### src/hdl/spde_pkg.sv
// spde_pkg: shared types, constants and command/status structs for the
// shortest path distance engine; no dependencies
`timescale 1ns / 1ps

package spde_pkg;

  localparam int NodeLimit  = 1024;
  localparam int EdgeLimit  = 4096;
  localparam int WeightBits = 16;

  localparam int NodeBits   = $clog2(NodeLimit);      // node index width
  localparam int CountBits  = 11;                     // node_count register width
  localparam int EdgeBits   = $clog2(EdgeLimit);      // edge index width
  localparam int ETotBits   = EdgeBits + 1;           // edge count width
  localparam int DistBits   = 32;

  localparam logic [DistBits-1:0] DistMax = '1;

  localparam logic [1:0] OpAdd   = 2'd0;
  localparam logic [1:0] OpQuery = 2'd1;
  localparam logic [1:0] OpClear = 2'd2;

  localparam logic [1:0] StOk    = 2'd0;
  localparam logic [1:0] StFull  = 2'd1;
  localparam logic [1:0] StRange = 2'd2;

  // controller -> datapath
  typedef struct packed {
    logic load;        // capture the request
    logic edge_write;  // store captured edge
    logic edge_clear;  // empty the edge store
    logic init_clr;    // clear scratch entry at node counter
    logic init_done;   // seed source after clearing
    logic scan_step;   // look at one node in the min scan
    logic scan_start;  // reset scan
    logic settle;      // mark chosen node settled
    logic relax_step;  // process one edge
    logic relax_start; // reset edge counter
    logic rd_target;   // read target's distance
    logic res_query;   // build query result
    logic res_plain;   // build add/clear/other result
  } spde_cmd_t;

  // datapath -> controller
  typedef struct packed {
    logic is_add;
    logic is_query;
    logic is_clear;
    logic in_range;
    logic store_full;
    logic init_last;
    logic scan_last;
    logic found;
    logic relax_last;
    logic relax_idle;  // no edges to walk
    logic pipe_busy;   // relax pipeline still holds writes
  } spde_stat_t;

endpackage

### src/hdl/spde_ctrl.sv
// spde_ctrl: sequencer for edge loading and the scan-based search
// depends on spde_pkg
`timescale 1ns / 1ps

module spde_ctrl (
  input  logic                  clk,
  input  logic                  rst_n,
  input  logic                  req_fire,
  input  logic                  res_free,
  input  spde_pkg::spde_stat_t  stat,
  output spde_pkg::spde_cmd_t   cmd,
  output logic                  idle,
  output logic                  res_load
);

  localparam logic [3:0] S_IDLE   = 4'd0;
  localparam logic [3:0] S_DEC    = 4'd1;
  localparam logic [3:0] S_INIT   = 4'd2;
  localparam logic [3:0] S_SCAN   = 4'd3;
  localparam logic [3:0] S_PICK   = 4'd4;
  localparam logic [3:0] S_RELAX  = 4'd5;
  localparam logic [3:0] S_DRAIN  = 4'd6;
  localparam logic [3:0] S_RD     = 4'd7;
  localparam logic [3:0] S_RD2    = 4'd8;
  localparam logic [3:0] S_OUT    = 4'd9;

  logic [3:0] state_r, state_nxt;

  always_comb begin
    cmd       = '0;
    state_nxt = state_r;
    res_load  = 1'b0;
    idle      = (state_r == S_IDLE);
    unique case (state_r)
      S_IDLE: begin
        if (req_fire) begin
          cmd.load  = 1'b1;
          state_nxt = S_DEC;
        end
      end
      S_DEC: begin
        if (stat.is_query && stat.in_range) begin
          cmd.init_clr = 1'b1;
          state_nxt    = stat.init_last ? S_SCAN : S_INIT;
          if (stat.init_last) begin
            cmd.init_done  = 1'b1;
            cmd.scan_start = 1'b1;
          end
        end else begin
          cmd.edge_write = stat.is_add && stat.in_range && !stat.store_full;
          cmd.edge_clear = stat.is_clear;
          cmd.res_plain  = 1'b1;
          state_nxt      = S_OUT;
        end
      end
      S_INIT: begin
        cmd.init_clr = 1'b1;
        if (stat.init_last) begin
          cmd.init_done  = 1'b1;
          cmd.scan_start = 1'b1;
          state_nxt      = S_SCAN;
        end
      end
      S_SCAN: begin
        cmd.scan_step = 1'b1;
        if (stat.scan_last) state_nxt = S_PICK;
      end
      S_PICK: begin
        if (stat.found) begin
          cmd.settle      = 1'b1;
          cmd.relax_start = 1'b1;
          state_nxt       = stat.relax_idle ? S_DRAIN : S_RELAX;
        end else begin
          state_nxt = S_RD;
        end
      end
      S_RELAX: begin
        cmd.relax_step = 1'b1;
        if (stat.relax_last) state_nxt = S_DRAIN;
      end
      S_DRAIN: begin
        if (!stat.pipe_busy) begin
          cmd.scan_start = 1'b1;
          state_nxt      = S_SCAN;
        end
      end
      S_RD: begin
        cmd.rd_target = 1'b1;
        state_nxt     = S_RD2;
      end
      S_RD2: begin
        cmd.res_query = 1'b1;
        state_nxt     = S_OUT;
      end
      S_OUT: begin
        if (res_free) begin
          res_load  = 1'b1;
          state_nxt = S_IDLE;
        end
      end
      default: state_nxt = S_IDLE;
    endcase
  end

  always_ff @(posedge clk) begin
    if (!rst_n) state_r <= S_IDLE;
    else        state_r <= state_nxt;
  end

endmodule

### config.mk
export PLATFORM = sky130hd
export DESIGN_NAME = spde_ctrl
export DESIGN_NICKNAME = d
export VERILOG_FILES = /design/src/hdl/spde_pkg.sv /design/src/hdl/spde_ctrl.sv
export SDC_FILE = /design/constraint.sdc
export NUM_CORES = 1
export LEC_CHECK = 0
export BUFFER_PORTS_ARGS = -buffer_cell sky130_fd_sc_hd__clkbuf_2
export CAP_MARGIN = 25
export CORE_UTILIZATION = 31
export DETAILED_ROUTE_END_ITERATION = 10
export HOLD_SLACK_MARGIN = 0.02
export SLEW_MARGIN = 20
export SYNTH_ARGS = -nofsm -noshare
export SYNTH_HDL_FRONTEND = slang
export SYNTH_SLANG_ARGS = --single-unit
### constraint.sdc
create_clock -name clk -period 3.9 [get_ports clk]
set_input_delay 0.585 -clock clk [delete_from_list [all_inputs] [get_ports clk]]
set_output_delay 0.585 -clock clk [all_outputs]
set_load 0.01 [all_outputs]
==> key figures, run 1 <==
Placement
  • Port Buf Inserts: 29
  • GPL Wtd Cong: 0.7528
  • Dpl hpwl: just under 1000 µm
  • Pre-CTS setup slack: 1825 ps

Layout
  • Multi-input gate area: between 300 and 400 µm²
  • P&R area growth vs syn: 32.01%
  • Storage cell area: approximately 80 µm²
  • Inserted Diodes: 0
  • Largest registers: state_r x4
  • Net count, final: 107
  • Share of post-route cells with drive strength above 1: between 40% and 50%
  • Max reg flops: 4
  • Commonest non-fill, non-tap cell in the layout: clkbuf_2
  • Top reg by flops: state_r
  • Commonest cells after routing, fill and taps aside: 29 x clkbuf_2, 7 x nand2_1
  • Fillers: 146

Clock network
  • Clock sink count: 4
  • Post-cts resize count: 0
  • CTS tree: done
  • Clk buf depth: 2
  • Cts hold-fix bufs: 0
  • Later-pin clock latency in the skew report: 240 ps
  • Post-CTS setup buffers: 0
  • H-tree Lvls: 1
  • CTS Buf Count: 3
  • Root Buffer: clkbuf_4
  • Worst-path clk slew: roughly 50 ps

Floorplanning
  • Initial core utilization: between 30 and 40%
  • Num ports: 30
  • Die Y: 41.06 µm
  • Row cnt: 13
  • Die Width: 41.06 µm
  • Die area: 1686 µm²
  • Core footprint: around 1400 µm²

Setup path
  • WS Path Type: flip-flop to primary output
  • Slowest stage delay, CP: about 660 ps
  • Startpoint types: flip-flop
  • Setup crit end kind: primary output
  • Crit-path max FO: 19
  • Worst EP arrival: 1750 ps
  • Critical-path cell list: nor2b_1 -> nand2_1 -> nor3_2 -> and4b_1 -> clkbuf_2
  • Reg-to-Reg Start: state_r[0]$_SDFFE_PN0P_
  • Required @ worst endpoint: about 3300 ps
  • Crit path from: state_r[0]$_SDFFE_PN0P_
  • CP max-delay cell: dfxtp_1

Synthesis
  • Mean post-synth cell area: 7.390 µm²
  • Netlist cell types: 30
  • Top cell type's share of synthesized area: 16.93%
  • Area contributors post-synth: dfxtp_1 17%, mux2i_1 6.3%, nand2_1 5.6%
  • Syn Inst Count: 64
  • Post-Synthesis Cell Area: 473.0 µm²
  • Post-Syn Nets: 79
  • Largest area contributor in the netlist: dfxtp_1
  • #FFs+latches synth: 4
  • Register area share after synthesis: 16.93%
  • Synth warn: 0

Routing
  • Vias: 591
  • WL final: 1272 µm
  • Wire per inst: 12.11 µm
  • Detailed Routing Iterations Pass 1: 4
  • Iteration-0 DRC Markers: 9
  • ANT nets after route: 0
  • Drt via density: 5.629
  • # DRC: 0

GRT
  • Initial antenna violation count: 0
  • Total GRT Usage: between 10% and 20%
  • First-pass GRT wire length: between 1500 and 2000 µm
  • Largest net degree at the start of global routing: 20
  • Vias in the first global route: 474
  • Total grt overflow: 0

Power
  • Maximum vdd drop: between 0.1 and 0.15 mV
  • Cell Pwr Density: 361.1 nW/µm²
  • Leak: 0.0003060 µW

STA
  • Max-slew violation count: 0
  • PnR worst setup slack: 1567 ps
  • Setup TNS: 0 ps
  • Clk_skew: 14.42 ps
  • Minimum clock period: 2333 ps
  • RSZ-0062 raised after global routing: false
  • Final worst path period share: between 50% and 60%
  • Endpoints failing setup: 0
  • Slew margin rel.: 61.75%
  • Number of hold violations in the final report: 0
  • Slew of the pin with the lowest slew margin: 572.9 ps
  • Fmax: 428.6 MHz

Outcome
  • Status: completed

Min path
  • Worst hold path class: primary input to flip-flop
  • Worst Hold Launch: rst_n

Run
  • Max Cap Viol: 0
routing by layer:
metal	vias up	GRT usage, %	part of all wire (%)
met3	4	2.174	4.9
met2	17	25.78	44
li1	296	-	-
met1	274	24.52	49
met5	-	0	0
met4	0	11.67	1.7
Yosys cell counts:
cell type / count
nand2_1: 7
a31oi_1: 4
and3_1: 4
buf_2: 4
dfxtp_1: 4
nor3_1: 4
and2_1: 3
inv_1: 3
mux2i_1: 3
nor2_1: 3
a311oi_1: 2
and4b_1: 2
buf_4: 2
nand2b_1: 2
nor4_1: 2
a211oi_2: 1
a21oi_1: 1
and4_1: 1
inv_2: 1
nand4b_1: 1
nor2b_1: 1
nor3_2: 1
nor4bb_1: 1
o2111a_1: 1
o2111ai_1: 1
o21a_1: 1
o21ai_0: 1
o31ai_1: 1
o32ai_2: 1
or2_1: 1
critical path, delay by kind of cell, from the launching register on:
| family | cells | cell delay (ps) |
|---|---|---|
| buffers and inverters | 1 | 130 |
| and+or+nand+nor | 4 | 710 |
| DFF | 1 | 660 |
worst paths after layout:
check	to	slack [ps]	depth (start not counted)
worst max-delay path	cmd[11]	1570	5
worst min-delay path	state_r[3]$_SDFFE_PN0P_	620	2
worst max register to register	state_r[1]$_SDFFE_PN0P_	2270	4
worst min register to register	state_r[0]$_SDFFE_PN0P_	710	2
power breakdown:
part	internal (µW)	leakage, µW	switching (µW)
sequential	47.2	0.0000329	25.4
clock	34.6	0.0000138	19.4
combinational	51.8	0.000259	47.0
total	134	0.000306	91.8
metrics by stage:
step           hold slack, ps  power, µW  util (%)  instance area [µm²]  std cells
5_1_grt                 645.4      248.8     45.70                624.3        105
2_1_floorplan           672.4      143.6         -                473.0         64
6_report                624.2      225.4     45.70                624.3        105
3_3_place_gp            676.7      171.9     44.05                601.8        102
3_5_place_dp            697.3      172.5     44.05                601.8        102
4_1_cts                 621.8      227.5     45.70                624.3        105
final cells by class:
type,instances,share of cell area (%)
Multi-Input combinational cell,50,54.91
Timing Repair Buffer,29,23.25
Sequential cell,4,12.83
Clock buffer,3,3.607
Tap cell,15,3.006
Inverter,4,2.405
cells by family after synthesis:
| kind of cell | count (synthesis) | synth area share [%] |
|---|---|---|
| simple gates | 33 | 41.54 |
| compound gates | 14 | 24.60 |
| buf+inv | 10 | 10.58 |
| flops | 4 | 16.93 |
| mux | 3 | 6.349 |
(Power assumes the default switching activity.)
==> run 2: changes to the inputs <==
--- a/config.mk
+++ b/config.mk
@@ -5,6 +5,7 @@
 export SDC_FILE = /design/constraint.sdc
 export NUM_CORES = 1
 export LEC_CHECK = 0
+export ABC_AREA = 1
 export BUFFER_PORTS_ARGS = -buffer_cell sky130_fd_sc_hd__clkbuf_2
 export CAP_MARGIN = 25
 export CORE_UTILIZATION = 31
==> constraint.sdc (replaced) <==
create_clock -name clk -period 2.3 [get_ports clk]
set_input_delay 0.345 -clock clk [delete_from_list [all_inputs] [get_ports clk]]
set_output_delay 0.345 -clock clk [all_outputs]
set_load 0.01 [all_outputs]
==> key figures, run 2 <==
Setup path
  • WS Path Type: flip-flop to primary output
  • Worst path buffer plus inverter count: 2 (+1)
  • Setup crit end kind: primary output
  • CP delay by family, top: simple AND/OR/NAND/NOR gates
  • Startpoint types: flip-flop
  • CP max-delay cell: dfxtp_1
  • Slowest stage delay, CP: 390 ps (-270 ps)
  • Critical-path cell list: inv_2 -> nor2_1 -> nand2_1 -> o311ai_1 -> clkbuf_2
  • Required @ worst endpoint: 1960 ps (-1350 ps)
  • Crit-path max FO: 5 (-14)
  • Worst EP arrival: 1500 ps (-250 ps)

Layout
  • Cell area after layout: 634.4 µm² (+1.6%)
  • Inserted Diodes: 0 (unchanged)
  • Top reg by flops: state_r
  • P&R area growth vs syn: 39.29%
  • Max reg flops: 4 (unchanged)
  • Share of post-route cells with drive strength above 1: 33.61% (-6.4 points)
  • Commonest non-fill, non-tap cell in the layout: clkbuf_2
  • Net count, final: 136 (+27%)
  • Largest registers: state_r x4
  • Commonest cells after routing, fill and taps aside: 29 x clkbuf_2, 21 x nand2_1, 19 x inv_1, 13 x nor2_1, 9 x nand3_1
  • Fillers: 147 (+0.68%)
  • Final Util: 47.56% (+1.9 points)

Synthesis
  • Post-synth ARST share: 0% (unchanged)
  • #FFs+latches synth: 4 (unchanged)
  • Post-synth EDFFs: 0 (unchanged)
  • Post-Synth Adder-Cell Area: 0% (unchanged)
  • Top cell type's share of synthesized area: 17.58% (+0.65 points)
  • Most frequent cell after synthesis: nand2_1
  • Compound-Gate Fraction of Synth Area: 9.066% (-16 points)
  • Post-synth top flop: dfxtp_1
  • Post-synth top cells: 21 x nand2_1, 19 x inv_1, 13 x nor2_1, 9 x nand3_1
  • Main combinational cell family by area after synthesis: simple AND/OR/NAND/NOR gates
  • Synth warn: 0 (unchanged)
  • Post-Synthesis Cell Area: 455.4 µm² (-3.7%)
  • Mux contribution to synthesized area: 0% (-6.3 points)
  • Largest area contributor in the netlist: dfxtp_1
  • Post-synthesis simple-gate area fraction: 54.40% (+13 points)
  • Syn Inst Count: 88 (+38%)
  • Post-Syn Nets: 103 (+30%)
  • Area contributors post-synth: dfxtp_1 18%, nand2_1 17%, inv_1 16%
  • Netlist cell types: 17 (-43%)
  • Mean post-synth cell area: 5.175 µm² (-30%)
  • Xor and xnor area share after synthesis: 0% (unchanged)
  • Register area share after synthesis: 17.58% (+0.65 points)

Placement
  • GPL Wtd Cong: 0.7797 (+3.6%)
  • DP Area: 611.8 µm² (+1.7%)
  • Dpl hpwl: 1030 µm (+5.2%)
  • Pre-CTS setup slack: 699.5 ps (-1125 ps)
  • Port Buf Inserts: 29 (unchanged)

Clock network
  • CTS Buf Count: 3 (unchanged)
  • Later-pin clock latency in the skew report: 240 ps (about the same)
  • CTS tree: done
  • Cts hold-fix bufs: 0 (unchanged)
  • Clk buf depth: 2 (unchanged)
  • H-tree Lvls: 1 (unchanged)
  • Root Buffer: clkbuf_4
  • Worst-path clk slew: 40 ps (about the same)
  • Post-CTS setup buffers: 0 (unchanged)
  • Post-cts resize count: 0 (unchanged)
  • Clock sink count: 4 (unchanged)

Floorplanning
  • Die Y: 40.33 µm (-1.8%)
  • Row cnt: 13 (unchanged)
  • Die area: 1627 µm² (-3.5%)
  • Initial core utilization: 34.15% (-0.47 points)
  • Core footprint: 1334 µm² (-2.4%)
  • Num ports: 30 (unchanged)
  • Die Width: 40.33 µm (-1.8%)

STA
  • Final worst path period share: around 80%
  • Fmax: 542.3 MHz
  • Endpoints failing setup: 0 (unchanged)
  • Minimum clock period: around 1800 ps
  • RSZ-0062 raised after global routing: false
  • Clk_skew: 4.477 ps (-9.939 ps)
  • Max-slew violation count: 0 (unchanged)
  • Number of hold violations in the final report: 0 (unchanged)
  • PnR worst setup slack: 455.9 ps (-1111 ps)
  • Setup TNS: 0 ps (unchanged)
  • Fin Hold WS: 342.6 ps (-281.6 ps)
  • Slew margin rel.: 77.89% (+16 points)
  • Slew of the pin with the lowest slew margin: 330.4 ps (-242.5 ps)

Power
  • Clock power share: 13.7% (-10 points)
  • Cell Pwr Density: 1020 nW/µm² (+180%)
  • Leak: 0.0004241 µW (+39%)
  • Flop pwr share: 19.4% (-13 points)
  • Internal power: 307.4 µW (+130%)
  • Net switching power: 339.7 µW (+270%)
  • Logic pwr share: 66.9% (+23 points)
  • Maximum vdd drop: 0.5067 mV (+270%)
  • Sw frac: 52.50% (+12 points)

Routing
  • Max layer used: met4
  • Drt via density: 4.575 (-19%)
  • WL met3: 82 µm (+32%)
  • Iteration-0 DRC Markers: 16 (+7)
  • WL final: 1190 µm (-6.4%)
  • Met2 wire length: 583 µm (+4.3%)
  • # DRC: 0 (unchanged)
  • ANT nets after route: 0 (unchanged)
  • Vias: 613 (+3.7%)
  • Detailed Routing Iterations Pass 1: 4 (unchanged)
  • Wire per inst: 8.881 µm (-27%)
  • Met1 Routed Length: 518 µm (-18%)

GRT
  • Total GRT Usage: 18.43% (+0.53 points)
  • Largest net degree at the start of global routing: 8 (-60%)
  • First-pass GRT wire length: 2001 µm (+0.70%)
  • Initial antenna violation count: 0 (unchanged)
  • Total grt overflow: 0 (unchanged)
  • Vias in the first global route: 511 (+7.8%)

Min path
  • Worst hold path class: primary input to flip-flop

Outcome
  • Status: completed

Run
  • Max Cap Viol: 0 (unchanged)
[run 2: changes by cell type after synthesis, moves of 4 or more]
cell	previous run	this run
and3_1	4	0
a31oi_1	4	0
nand3_1	0	9
inv_1	3	19
nor2_1	3	13
buf_2	4	0
nand2_1	7	21
[run 2: routing by layer]
metal  GRT usage [%]  up-vias
met5               0        -
met4           7.500        0
met3           5.000        2
met2           30.95       23
met1           21.78      253
li1                -      335
[run 2: worst paths after layout]
| check | from | end | slack [ps] | depth (start not counted) |
|---|---|---|---|---|
| min reg2reg | state_r[1]$_SDFFE_PN0P_ | state_r[1]$_SDFFE_PN0P_ | 590 | 4 |
| min | rst_n | state_r[3]$_SDFFE_PN0P_ | 340 | 3 |
| max | state_r[1]$_SDFFE_PN0P_ | cmd[6] | 460 | 5 |
| max reg2reg | state_r[1]$_SDFFE_PN0P_ | state_r[0]$_SDFFE_PN0P_ | 960 | 9 |
[run 2: logic make-up after synthesis]
logic type	count (synthesis)
AOI/OAI and AO/OA	7
buffers and inverters	22
and+or+nand+nor	55
DFF	4
[run 2: worst min-delay path, cell delays in order]
cell and delay, ps:
clkbuf_2 110, nand2_1 60, inv_1 40
[run 2: power groups by stage]
| stage | registers [µW] | logic (µW) | clock network [µW] |
|---|---|---|---|
| 2_1_floorplan | 118 | 313 | 0 |
| 3_3_place_gp | 124 | 441 | 0 |
| 3_5_place_dp | 126 | 437 | 0 |
| 4_1_cts | 125 | 438 | 92.1 |
| 5_1_grt | 131 | 502 | 94.1 |
| 6_report | 126 | 433 | 88.3 |
[run 2: per-stage QoR]
step | power, µW | std cells
4_1_cts | 654.4 | 134
3_5_place_dp | 562.6 | 131
5_1_grt | 726.9 | 134
3_3_place_gp | 565.5 | 131
2_1_floorplan | 431.3 | 88
6_report | 647.0 | 134
[run 2: final cells by class]
class	instances	area, µm²	share of cell area [%]
clock buffers	3	22.52	3.550
flip-flops and latches	4	80.08	12.62
multi-input cells	62	289.0	45.56
well taps	15	18.77	2.959
repair buffers	29	145.1	22.88
inverters	21	78.83	12.43
